==> src/design/msd_pkg.sv <==
package msd_pkg;

  typedef enum logic [2:0] {
    CLS_DOT   = 3'd0,
    CLS_DASH  = 3'd1,
    CLS_SLASH = 3'd2,
    CLS_SEP   = 3'd3,
    CLS_OTHER = 3'd4
  } char_class_e;

  typedef struct packed {
    char_class_e cls;
    logic        eot;
  } cls_item_t;

  typedef struct packed {
    logic [3:0] bits;
    logic [2:0] count;
    logic       bad;
    logic       slash;
  } token_t;

  typedef struct packed {
    logic full;
    logic empty;
  } queue_ctl_t;

  localparam int unsigned QueueDepth = 2;
  localparam int unsigned QueuePtrW  = $clog2(QueueDepth);
  localparam int unsigned QueueCntW  = $clog2(QueueDepth + 1);

  localparam logic [7:0] ChrDot   = 8'h2E;
  localparam logic [7:0] ChrDash  = 8'h2D;
  localparam logic [7:0] ChrSlash = 8'h2F;
  localparam logic [7:0] ChrSpace = 8'h20;
  localparam logic [7:0] ChrLf    = 8'h0A;
  localparam logic [7:0] ChrCr    = 8'h0D;

  localparam logic [2:0] MaxElems  = 3'd4;
  localparam logic [2:0] SatElems  = 3'd5;
  localparam logic [6:0] LetterSpc = 7'd32;
  localparam logic [6:0] NoLetter  = 7'd0;

  function automatic char_class_e classify(input logic [7:0] c);
    char_class_e cls;
    case (c)
      ChrDot:   cls = CLS_DOT;
      ChrDash:  cls = CLS_DASH;
      ChrSlash: cls = CLS_SLASH;
      ChrSpace: cls = CLS_SEP;
      ChrLf:    cls = CLS_SEP;
      ChrCr:    cls = CLS_SEP;
      default:  cls = CLS_OTHER;
    endcase
    return cls;
  endfunction

  // index = 2^count - 2 + bits
  function automatic logic [6:0] letter_lookup(input logic [2:0] count,
                                               input logic [3:0] bits);
    logic [4:0] base;
    logic [4:0] idx;
    logic [7:0] chr;
    case (count)
      3'd1:    base = 5'd0;
      3'd2:    base = 5'd2;
      3'd3:    base = 5'd6;
      3'd4:    base = 5'd14;
      default: base = 5'd0;
    endcase
    idx = base + {1'b0, bits};
    case (idx)
      5'd0:    chr = "E";
      5'd1:    chr = "T";
      5'd2:    chr = "I";
      5'd3:    chr = "A";
      5'd4:    chr = "N";
      5'd5:    chr = "M";
      5'd6:    chr = "S";
      5'd7:    chr = "U";
      5'd8:    chr = "R";
      5'd9:    chr = "W";
      5'd10:   chr = "D";
      5'd11:   chr = "K";
      5'd12:   chr = "G";
      5'd13:   chr = "O";
      5'd14:   chr = "H";
      5'd15:   chr = "V";
      5'd16:   chr = "F";
      5'd18:   chr = "L";
      5'd20:   chr = "P";
      5'd21:   chr = "J";
      5'd22:   chr = "B";
      5'd23:   chr = "X";
      5'd24:   chr = "C";
      5'd25:   chr = "Y";
      5'd26:   chr = "Z";
      5'd27:   chr = "Q";
      default: chr = 8'd0;
    endcase
    return chr[6:0];
  endfunction

endpackage

==> src/design/msd_in_if.sv <==
interface msd_in_if;
  logic       valid;
  logic       ready;
  logic [7:0] char_code;
  logic       end_of_text;

  modport source (output valid, output char_code, output end_of_text, input ready);
  modport sink   (input valid, input char_code, input end_of_text, output ready);
endinterface

==> src/design/msd_out_if.sv <==
interface msd_out_if;
  logic       valid;
  logic       ready;
  logic [6:0] letter;

  modport source (output valid, output letter, input ready);
  modport sink   (input valid, input letter, output ready);
endinterface

==> src/design/msd_front.sv <==
module msd_front
  import msd_pkg::*;
(
  msd_in_if.sink     in_i,
  input  logic       full_i,
  output logic       push_o,
  output cls_item_t  item_o
);

  assign in_i.ready  = !full_i;
  assign push_o      = in_i.valid && !full_i;
  assign item_o.cls  = classify(in_i.char_code);
  assign item_o.eot  = in_i.end_of_text;

endmodule

==> src/design/msd_queue.sv <==
module msd_queue
  import msd_pkg::*;
(
  input  logic       clk_i,
  input  logic       rst_ni,
  input  logic       push_i,
  input  logic       pop_i,
  input  cls_item_t  item_i,
  output cls_item_t  item_o,
  output queue_ctl_t ctl_o
);

  cls_item_t             mem_q [QueueDepth];
  logic [QueuePtrW-1:0]  wr_ptr_q, wr_ptr_d;
  logic [QueuePtrW-1:0]  rd_ptr_q, rd_ptr_d;
  logic [QueueCntW-1:0]  cnt_q, cnt_d;
  logic                  do_push, do_pop;

  assign ctl_o.full  = (cnt_q == QueueCntW'(QueueDepth));
  assign ctl_o.empty = (cnt_q == '0);
  assign do_push     = push_i && !ctl_o.full;
  assign do_pop      = pop_i && !ctl_o.empty;
  assign item_o      = mem_q[rd_ptr_q];

  always_comb begin
    wr_ptr_d = wr_ptr_q;
    rd_ptr_d = rd_ptr_q;
    cnt_d    = cnt_q;
    if (do_push) begin
      wr_ptr_d = (wr_ptr_q == QueuePtrW'(QueueDepth - 1)) ? '0 : wr_ptr_q + 1'b1;
    end
    if (do_pop) begin
      rd_ptr_d = (rd_ptr_q == QueuePtrW'(QueueDepth - 1)) ? '0 : rd_ptr_q + 1'b1;
    end
    case ({do_push, do_pop})
      2'b10:   cnt_d = cnt_q + 1'b1;
      2'b01:   cnt_d = cnt_q - 1'b1;
      default: cnt_d = cnt_q;
    endcase
  end

  always_ff @(posedge clk_i or negedge rst_ni) begin
    if (!rst_ni) begin
      wr_ptr_q <= '0;
      rd_ptr_q <= '0;
      cnt_q    <= '0;
    end else begin
      wr_ptr_q <= wr_ptr_d;
      rd_ptr_q <= rd_ptr_d;
      cnt_q    <= cnt_d;
    end
  end

  always_ff @(posedge clk_i) begin
    if (do_push) begin
      mem_q[wr_ptr_q] <= item_i;
    end
  end

endmodule

==> src/design/msd_back.sv <==
module msd_back
  import msd_pkg::*;
(
  input  logic       clk_i,
  input  logic       rst_ni,
  input  logic       empty_i,
  input  cls_item_t  item_i,
  output logic       pop_o,
  msd_out_if.source  out_o
);

  token_t     tok_q, tok_d, tok_add;
  logic       out_valid_q, out_valid_d;
  logic [6:0] letter_q, letter_d;
  logic [6:0] result;
  logic       finish;

  assign pop_o        = !empty_i && (!out_valid_q || out_o.ready);
  assign out_o.valid  = out_valid_q;
  assign out_o.letter = letter_q;

  always_comb begin
    tok_add = tok_q;
    case (item_i.cls)
      CLS_DOT, CLS_DASH: begin
        if (tok_q.slash) begin
          tok_add.bad = 1'b1;
        end
        if (tok_q.count < MaxElems) begin
          tok_add.bits = {tok_q.bits[2:0], item_i.cls == CLS_DASH};
        end
        if (tok_q.count < SatElems) begin
          tok_add.count = tok_q.count + 3'd1;
        end
      end
      CLS_SLASH: begin
        if (tok_q.slash || tok_q.count != '0) begin
          tok_add.bad = 1'b1;
        end
        tok_add.slash = 1'b1;
      end
      CLS_SEP:   tok_add = tok_q;
      default:   tok_add.bad = 1'b1;
    endcase

    result = NoLetter;
    if (!tok_add.bad) begin
      if (tok_add.slash) begin
        if (tok_add.count == '0) begin
          result = LetterSpc;
        end
      end else if (tok_add.count != '0 && tok_add.count <= MaxElems) begin
        result = letter_lookup(tok_add.count, tok_add.bits);
      end
    end

    finish = (item_i.cls == CLS_SEP) || item_i.eot;
    tok_d  = finish ? '0 : tok_add;

    out_valid_d = out_valid_q;
    letter_d    = letter_q;
    if (pop_o) begin
      out_valid_d = finish && (result != NoLetter);
      letter_d    = result;
    end else if (out_o.ready) begin
      out_valid_d = 1'b0;
    end
  end

  always_ff @(posedge clk_i or negedge rst_ni) begin
    if (!rst_ni) begin
      tok_q       <= '0;
      out_valid_q <= 1'b0;
    end else begin
      if (pop_o) begin
        tok_q <= tok_d;
      end
      out_valid_q <= out_valid_d;
    end
  end

  always_ff @(posedge clk_i) begin
    letter_q <= letter_d;
  end

endmodule

==> src/design/morse_stream_decoder.sv <==
// Decodes textual Morse one character per request. Space, LF and CR end a token, end_of_text
// ends it after its character; a valid token gives one uppercase letter, a lone '/' a space,
// anything else nothing. One character is taken every cycle while the queue is not full. The
// request ending a token is queued, then popped by the token logic, and its letter registered
// for output. A two-entry queue between the character classifier and the token register lets
// input keep flowing for two requests while the output is stalled.
module morse_stream_decoder
  import msd_pkg::*;
(
  input  logic       clk_i,
  input  logic       rst_ni,
  msd_in_if.sink     in_i,
  msd_out_if.source  out_o
);

  cls_item_t  front_item, queue_item;
  logic       front_push, back_pop;
  queue_ctl_t queue_ctl;

  msd_front u_front (
    .in_i   (in_i),
    .full_i (queue_ctl.full),
    .push_o (front_push),
    .item_o (front_item)
  );

  msd_queue u_queue (
    .clk_i  (clk_i),
    .rst_ni (rst_ni),
    .push_i (front_push),
    .pop_i  (back_pop),
    .item_i (front_item),
    .item_o (queue_item),
    .ctl_o  (queue_ctl)
  );

  msd_back u_back (
    .clk_i   (clk_i),
    .rst_ni  (rst_ni),
    .empty_i (queue_ctl.empty),
    .item_i  (queue_item),
    .pop_o   (back_pop),
    .out_o   (out_o)
  );

endmodule

==> src/flat_wrapper.sv <==
// flat-port wrapper written by rule: the top's interface ports become plain ports
module morse_stream_decoder_flat import msd_pkg::*;
  (clk_i, rst_ni, in_i_valid, in_i_char_code, in_i_end_of_text, in_i_ready, out_o_valid, out_o_letter, out_o_ready);
  msd_in_if in_i_i ();
  msd_out_if out_o_i ();
  input  logic clk_i;
  input  logic rst_ni;
  input wire logic [$bits(in_i_i.valid)-1:0] in_i_valid;
  input wire logic [$bits(in_i_i.char_code)-1:0] in_i_char_code;
  input wire logic [$bits(in_i_i.end_of_text)-1:0] in_i_end_of_text;
  output wire logic [$bits(in_i_i.ready)-1:0] in_i_ready;
  output wire logic [$bits(out_o_i.valid)-1:0] out_o_valid;
  output wire logic [$bits(out_o_i.letter)-1:0] out_o_letter;
  input wire logic [$bits(out_o_i.ready)-1:0] out_o_ready;
  assign in_i_i.valid = in_i_valid;
  assign in_i_i.char_code = in_i_char_code;
  assign in_i_i.end_of_text = in_i_end_of_text;
  assign in_i_ready = in_i_i.ready;
  assign out_o_valid = out_o_i.valid;
  assign out_o_letter = out_o_i.letter;
  assign out_o_i.ready = out_o_ready;
  morse_stream_decoder u_core (.clk_i(clk_i), .rst_ni(rst_ni), .in_i(in_i_i), .out_o(out_o_i));
endmodule
==> config.mk <==
export PLATFORM = sky130hd
export DESIGN_NAME = morse_stream_decoder_flat
export DESIGN_NICKNAME = d
export VERILOG_FILES = /design/src/design/msd_pkg.sv /design/src/design/msd_in_if.sv /design/src/design/msd_out_if.sv /design/src/design/msd_front.sv /design/src/design/msd_queue.sv /design/src/design/msd_back.sv /design/src/design/morse_stream_decoder.sv /design/src/flat_wrapper.sv
export SDC_FILE = /design/constraint.sdc
export NUM_CORES = 1
export LEC_CHECK = 0
export BUFFER_PORTS_ARGS = -buffer_cell sky130_fd_sc_hd__buf_2
export CORE_MARGIN = 5
export CORE_UTILIZATION = 55
export DETAILED_ROUTE_END_ITERATION = 10
export GPL_TIMING_DRIVEN = 0
export PLACE_DENSITY = 0.75
export SYNTH_ARGS = -nofsm -noshare
export SYNTH_HDL_FRONTEND = slang
export SYNTH_SLANG_ARGS = --single-unit
==> constraint.sdc <==
create_clock -name clk_i -period 5 [get_ports clk_i]
set_input_delay 1 -clock clk_i [delete_from_list [all_inputs] [get_ports clk_i]]
set_output_delay 1 -clock clk_i [all_outputs]
set_load 0.1 [all_outputs]
==> run_results.csv <==
group,metric,value,unit
critical_path,critPathTopFamily,"compound AO/OA/AOI/OAI gates",
timing,fmax,226,MHz
timing,worst_pin_slew,0.767,ns
finish,final_core_util,64.8,%
timing,slew_viol_final,0,
synthesis,syn_inst,224,
critical_path,max_stage_delay,0.62,ns
routing,via_count,1715,
global_routing,grt_util_met2,28.6,%
synthesis,synth_nets,254,
timing,rsz0062_at_grt,"no",
synthesis,syn_area_per_cell,9.52,sq um
timing,min_period,4.42,ns
synthesis,syn-cell-area,2130,sq um
routing,vias_per_cell,5.70,
cts,cts_max_level,2,
critical_path,path_cells,"buf_2 -> nor3_1 -> a21oi_2 -> o32ai_1 -> nor2_1 -> a21oi_1 -> ha_1 -> inv_1 -> fa_1 -> clkbuf_1 -> clkbuf_1 -> o2111ai_1 -> nand3_1 -> a31oi_1 -> o41a_1",
floorplanning,die_area,5220,sq um
finish,diodes,0,
synthesis,yosysSeqAreaShare,37.6,%
floorplanning,die_h,72.3,um
finish,synthToLayoutAreaGrowth,12.9,%
timing,setup_violations,0,
cts,root_buffer,"clkbuf_8",
global_routing,grt.overflow.total,0,
finish,drive_above_1_share,17.0,%
placement,place_congestion,0.852,
routing,drc,0,
timing,hold_viol,0,
cts,cts_tree,"built",
timing,hold_ws,0.485,ns
floorplanning,num_rows,22,
synthesis,yosysWarnings,0,
flow_run,maxCapViolCount,0,
critical_path,cp.required,5.16,ns
placement,portBuffers,21,
power_and_ir_drop,p_leak,0.00107,uW
floorplanning,io_pins,22,
critical_path,cp_max_fo,10,
global_routing,grt_util_all_layers,18.2,%
status,status,"complete, no violations",
critical_path,crit_path_start_kind,"flip-flop",
timing,timing.final.crit_share,88.5,%
floorplanning,chipWidth,72.3,um
routing,wl_per_cell,14.4,um
cts,clock_latency,0.28,ns
global_routing,gr-usage-met3,3.60,%
routing,ant_nets,0,
cts,cts_buffers,5,
power_and_ir_drop,p_per_area,573,nW/um^2
global_routing,grt-busiest-layer,"met2",
critical_path,cp_slowest_cell,"o32ai_1",
timing,max_slew_margin,48.5,%
finish,finalNonFillerCells,301,
routing,firstDrtPassIters,4,
synthesis,synth-seq-cells,29,
critical_path,path_class,"flip-flop to flip-flop",
placement,dp_hpwl,3170,um
floorplanning,initial_utilization,57.4,%
cts,cts_buffer_depth,2,
routing,drt_iter0_markers,78,
synthesis,synth_cell_type_count,55,
placement,dp.cells,293,
global_routing,grt_pass1_vias,1672,
power_and_ir_drop,ir_drop,434,uV
cts,cts_sinks,29,
timing,tns,0,ns
global_routing,antenna_found_initial,0,
finish,nets,282,
timing,skew,0.00640,ns
critical_path,crit_path_frequent_cell,"clkbuf_1",
min_path,min_path_type,"flip-flop to flip-flop",
floorplanning,coreArea,3720,sq um
critical_path,cp.arrival,4.58,ns
global_routing,use_met1,25.5,%
critical_path,worstSetupEndpointType,"flip-flop",
global_routing,grt_first_pass_wirelength,7600,um
global_routing,grt_max_degree,15,
routing,wl,4340,um
critical_path,cp_num_buf_inv,4,
cts,path_clk_slew,0.06,ns
power breakdown:
part	leakage (uW)	total, uW	internal [uW]	switching (uW)
Combinational	0.000685	752	208	544
Clock	0.0000528	235	147	88.5
Sequential	0.000333	391	341	49.7
timing repair:
| item | in CTS | in global routing |
|---|---|---|
| resized for setup | 0 | 1 |
| endpoints found under the setup margin | 0 | 1 |
| buffers inserted | 0 | 0 |
| hold buffers | 0 | 0 |
flip-flops by register name, indices dropped and copies added, names as in the netlist:
name,flops
u_core.u_back.out_o.valid,1
u_core.u_queue.cnt_q,2
u_core.u_queue.mem_q,8
u_core.u_queue.wr_ptr_q,1
u_core.u_back.out_o.letter,7
u_core.u_back.tok_q,9
u_core.u_queue.rd_ptr_q,1
stage by stage:
step / setup slack, ns / cell area (sq um) / power (uW)
2_1_floorplan: 1.16 / 2130 / 1000
3_3_place_gp: 0.570 / 2300 / 1130
3_5_place_dp: 0.532 / 2300 / 1140
4_1_cts: 0.456 / 2400 / 1380
5_1_grt: 0.179 / 2410 / 1470
6_report: 0.575 / 2410 / 1380
worst paths after layout:
path | endpoint | slack, ns | start | depth (start not counted)
worst max-delay path | u_core.u_back.out_o.valid$_DFFE_PN0P_ | 0.58 | u_core.u_queue.rd_ptr_q$_DFFE_PN0P_ | 15
worst min-delay path | u_core.u_back.tok_q[1]$_DFFE_PN0P_ | 0.49 | u_core.u_back.tok_q[1]$_DFFE_PN0P_ | 2
worst max register to register | u_core.u_back.out_o.valid$_DFFE_PN0P_ | 0.58 | u_core.u_queue.rd_ptr_q$_DFFE_PN0P_ | 15
worst min register to register | u_core.u_back.tok_q[1]$_DFFE_PN0P_ | 0.49 | u_core.u_back.tok_q[1]$_DFFE_PN0P_ | 2
max in group asynchronous | u_core.u_queue.wr_ptr_q$_DFFE_PN0P_ | 4.13 | rst_ni | 1
min in group asynchronous | u_core.u_back.tok_q[4]$_DFFE_PN0P_ | 0.61 | rst_ni | 1
layer usage:
metal  wire length (um)  part of all wire [%]  up-vias
li1                   -                     -      882
met1               2140                    49      793
met2               1990                    46       36
met3                179                   4.1        4
met4                 23                  0.53        0
met5                  0                     0        -
cell usage after synthesis, drive strengths merged:
library cell / number / area, sq um
nor2: 22 / 82.6
nand2: 20 / 82.6
ha: 16 / 200
edfxtp: 15 / 450
inv: 15 / 58.8
o21ai: 15 / 78.8
a21oi: 14 / 70.1
dfrtp: 14 / 350
o31ai: 7 / 52.6
mux2: 6 / 67.6
mux2i: 5 / 50.1
nand3: 5 / 25.0
nor3: 5 / 25.0
xnor2: 5 / 51.3
a211oi: 4 / 30.0
a31oi: 4 / 25.0
buf: 4 / 26.3
clkbuf: 4 / 15.0
nand2b: 4 / 25.0
nor2b: 4 / 25.0
a21o: 3 / 22.5
a22o: 2 / 17.5
a22oi: 2 / 15.0
a311oi: 2 / 35.0
a32o: 2 / 21.3
and3: 2 / 12.5
nor4: 2 / 12.5
o211ai: 2 / 20.0
o21a: 2 / 15.0
or4: 2 / 18.8
or4b: 2 / 23.8
xor2: 2 / 17.5
a211o: 1 / 8.76
fa: 1 / 20.0
nand3b: 1 / 7.51
nand4b: 1 / 8.76
nor3b: 1 / 7.51
nor4b: 1 / 8.76
nor4bb: 1 / 10.0
o2111ai: 1 / 8.76
o22a: 1 / 8.76
o32ai: 1 / 8.76
o41a: 1 / 11.3
kinds of logic (layout without fill, tap and decap cells):
kind of cell	Yosys count	in the layout	synth area share (%)
muxes	11	11	5.52
adders and majority gates	17	17	10.3
buffers and inverters	23	52	4.69
and+or+nand+nor	73	73	17.6
DFF	29	29	37.6
AOI/OAI and AO/OA	64	64	21.1
xor gates and xnor gates	7	7	3.23
cell type report:
class / count / area, sq um
fillers: 332 / 1310
repair buffers: 21 / 105
flip-flops and latches: 29 / 801
clock buffers: 6 / 72.6
well taps: 48 / 60.1
inverters: 15 / 58.8
multi-input cells: 172 / 1230
plain buffers: 8 / 41.3
clock inverters: 2 / 33.8
cell usage in the layout, fill, tap and decap left out, types with 3 or more instances in the layout:
| cell type | instances |
|---|---|
| a211oi_1 | 4 |
| a21o_1 | 3 |
| a21oi_1 | 13 |
| a31oi_1 | 4 |
| buf_2 | 24 |
| clkbuf_1 | 5 |
| clkbuf_8 | 5 |
| dfrtp_1 | 14 |
| edfxtp_1 | 15 |
| ha_1 | 16 |
| inv_1 | 14 |
| mux2_1 | 4 |
| mux2i_1 | 5 |
| nand2_1 | 19 |
| nand2b_1 | 4 |
| nand3_1 | 5 |
| nor2_1 | 22 |
| nor2b_1 | 4 |
| nor3_1 | 5 |
| o21ai_0 | 7 |
| o21ai_1 | 7 |
| o31ai_1 | 7 |
| xnor2_1 | 4 |
worst reg2reg max path: cells and delay by family (launching register included):
kind                     cells  cell delay (ns)
AO/OA/AOI/OAI                6             1.50
buffers and inverters        4             1.10
adder cells (fa/ha/maj)      2             0.75
AND/OR/NAND/NOR              3             0.51
flip-flops                   1             0.44
Power figures use the tool's default switching activity.
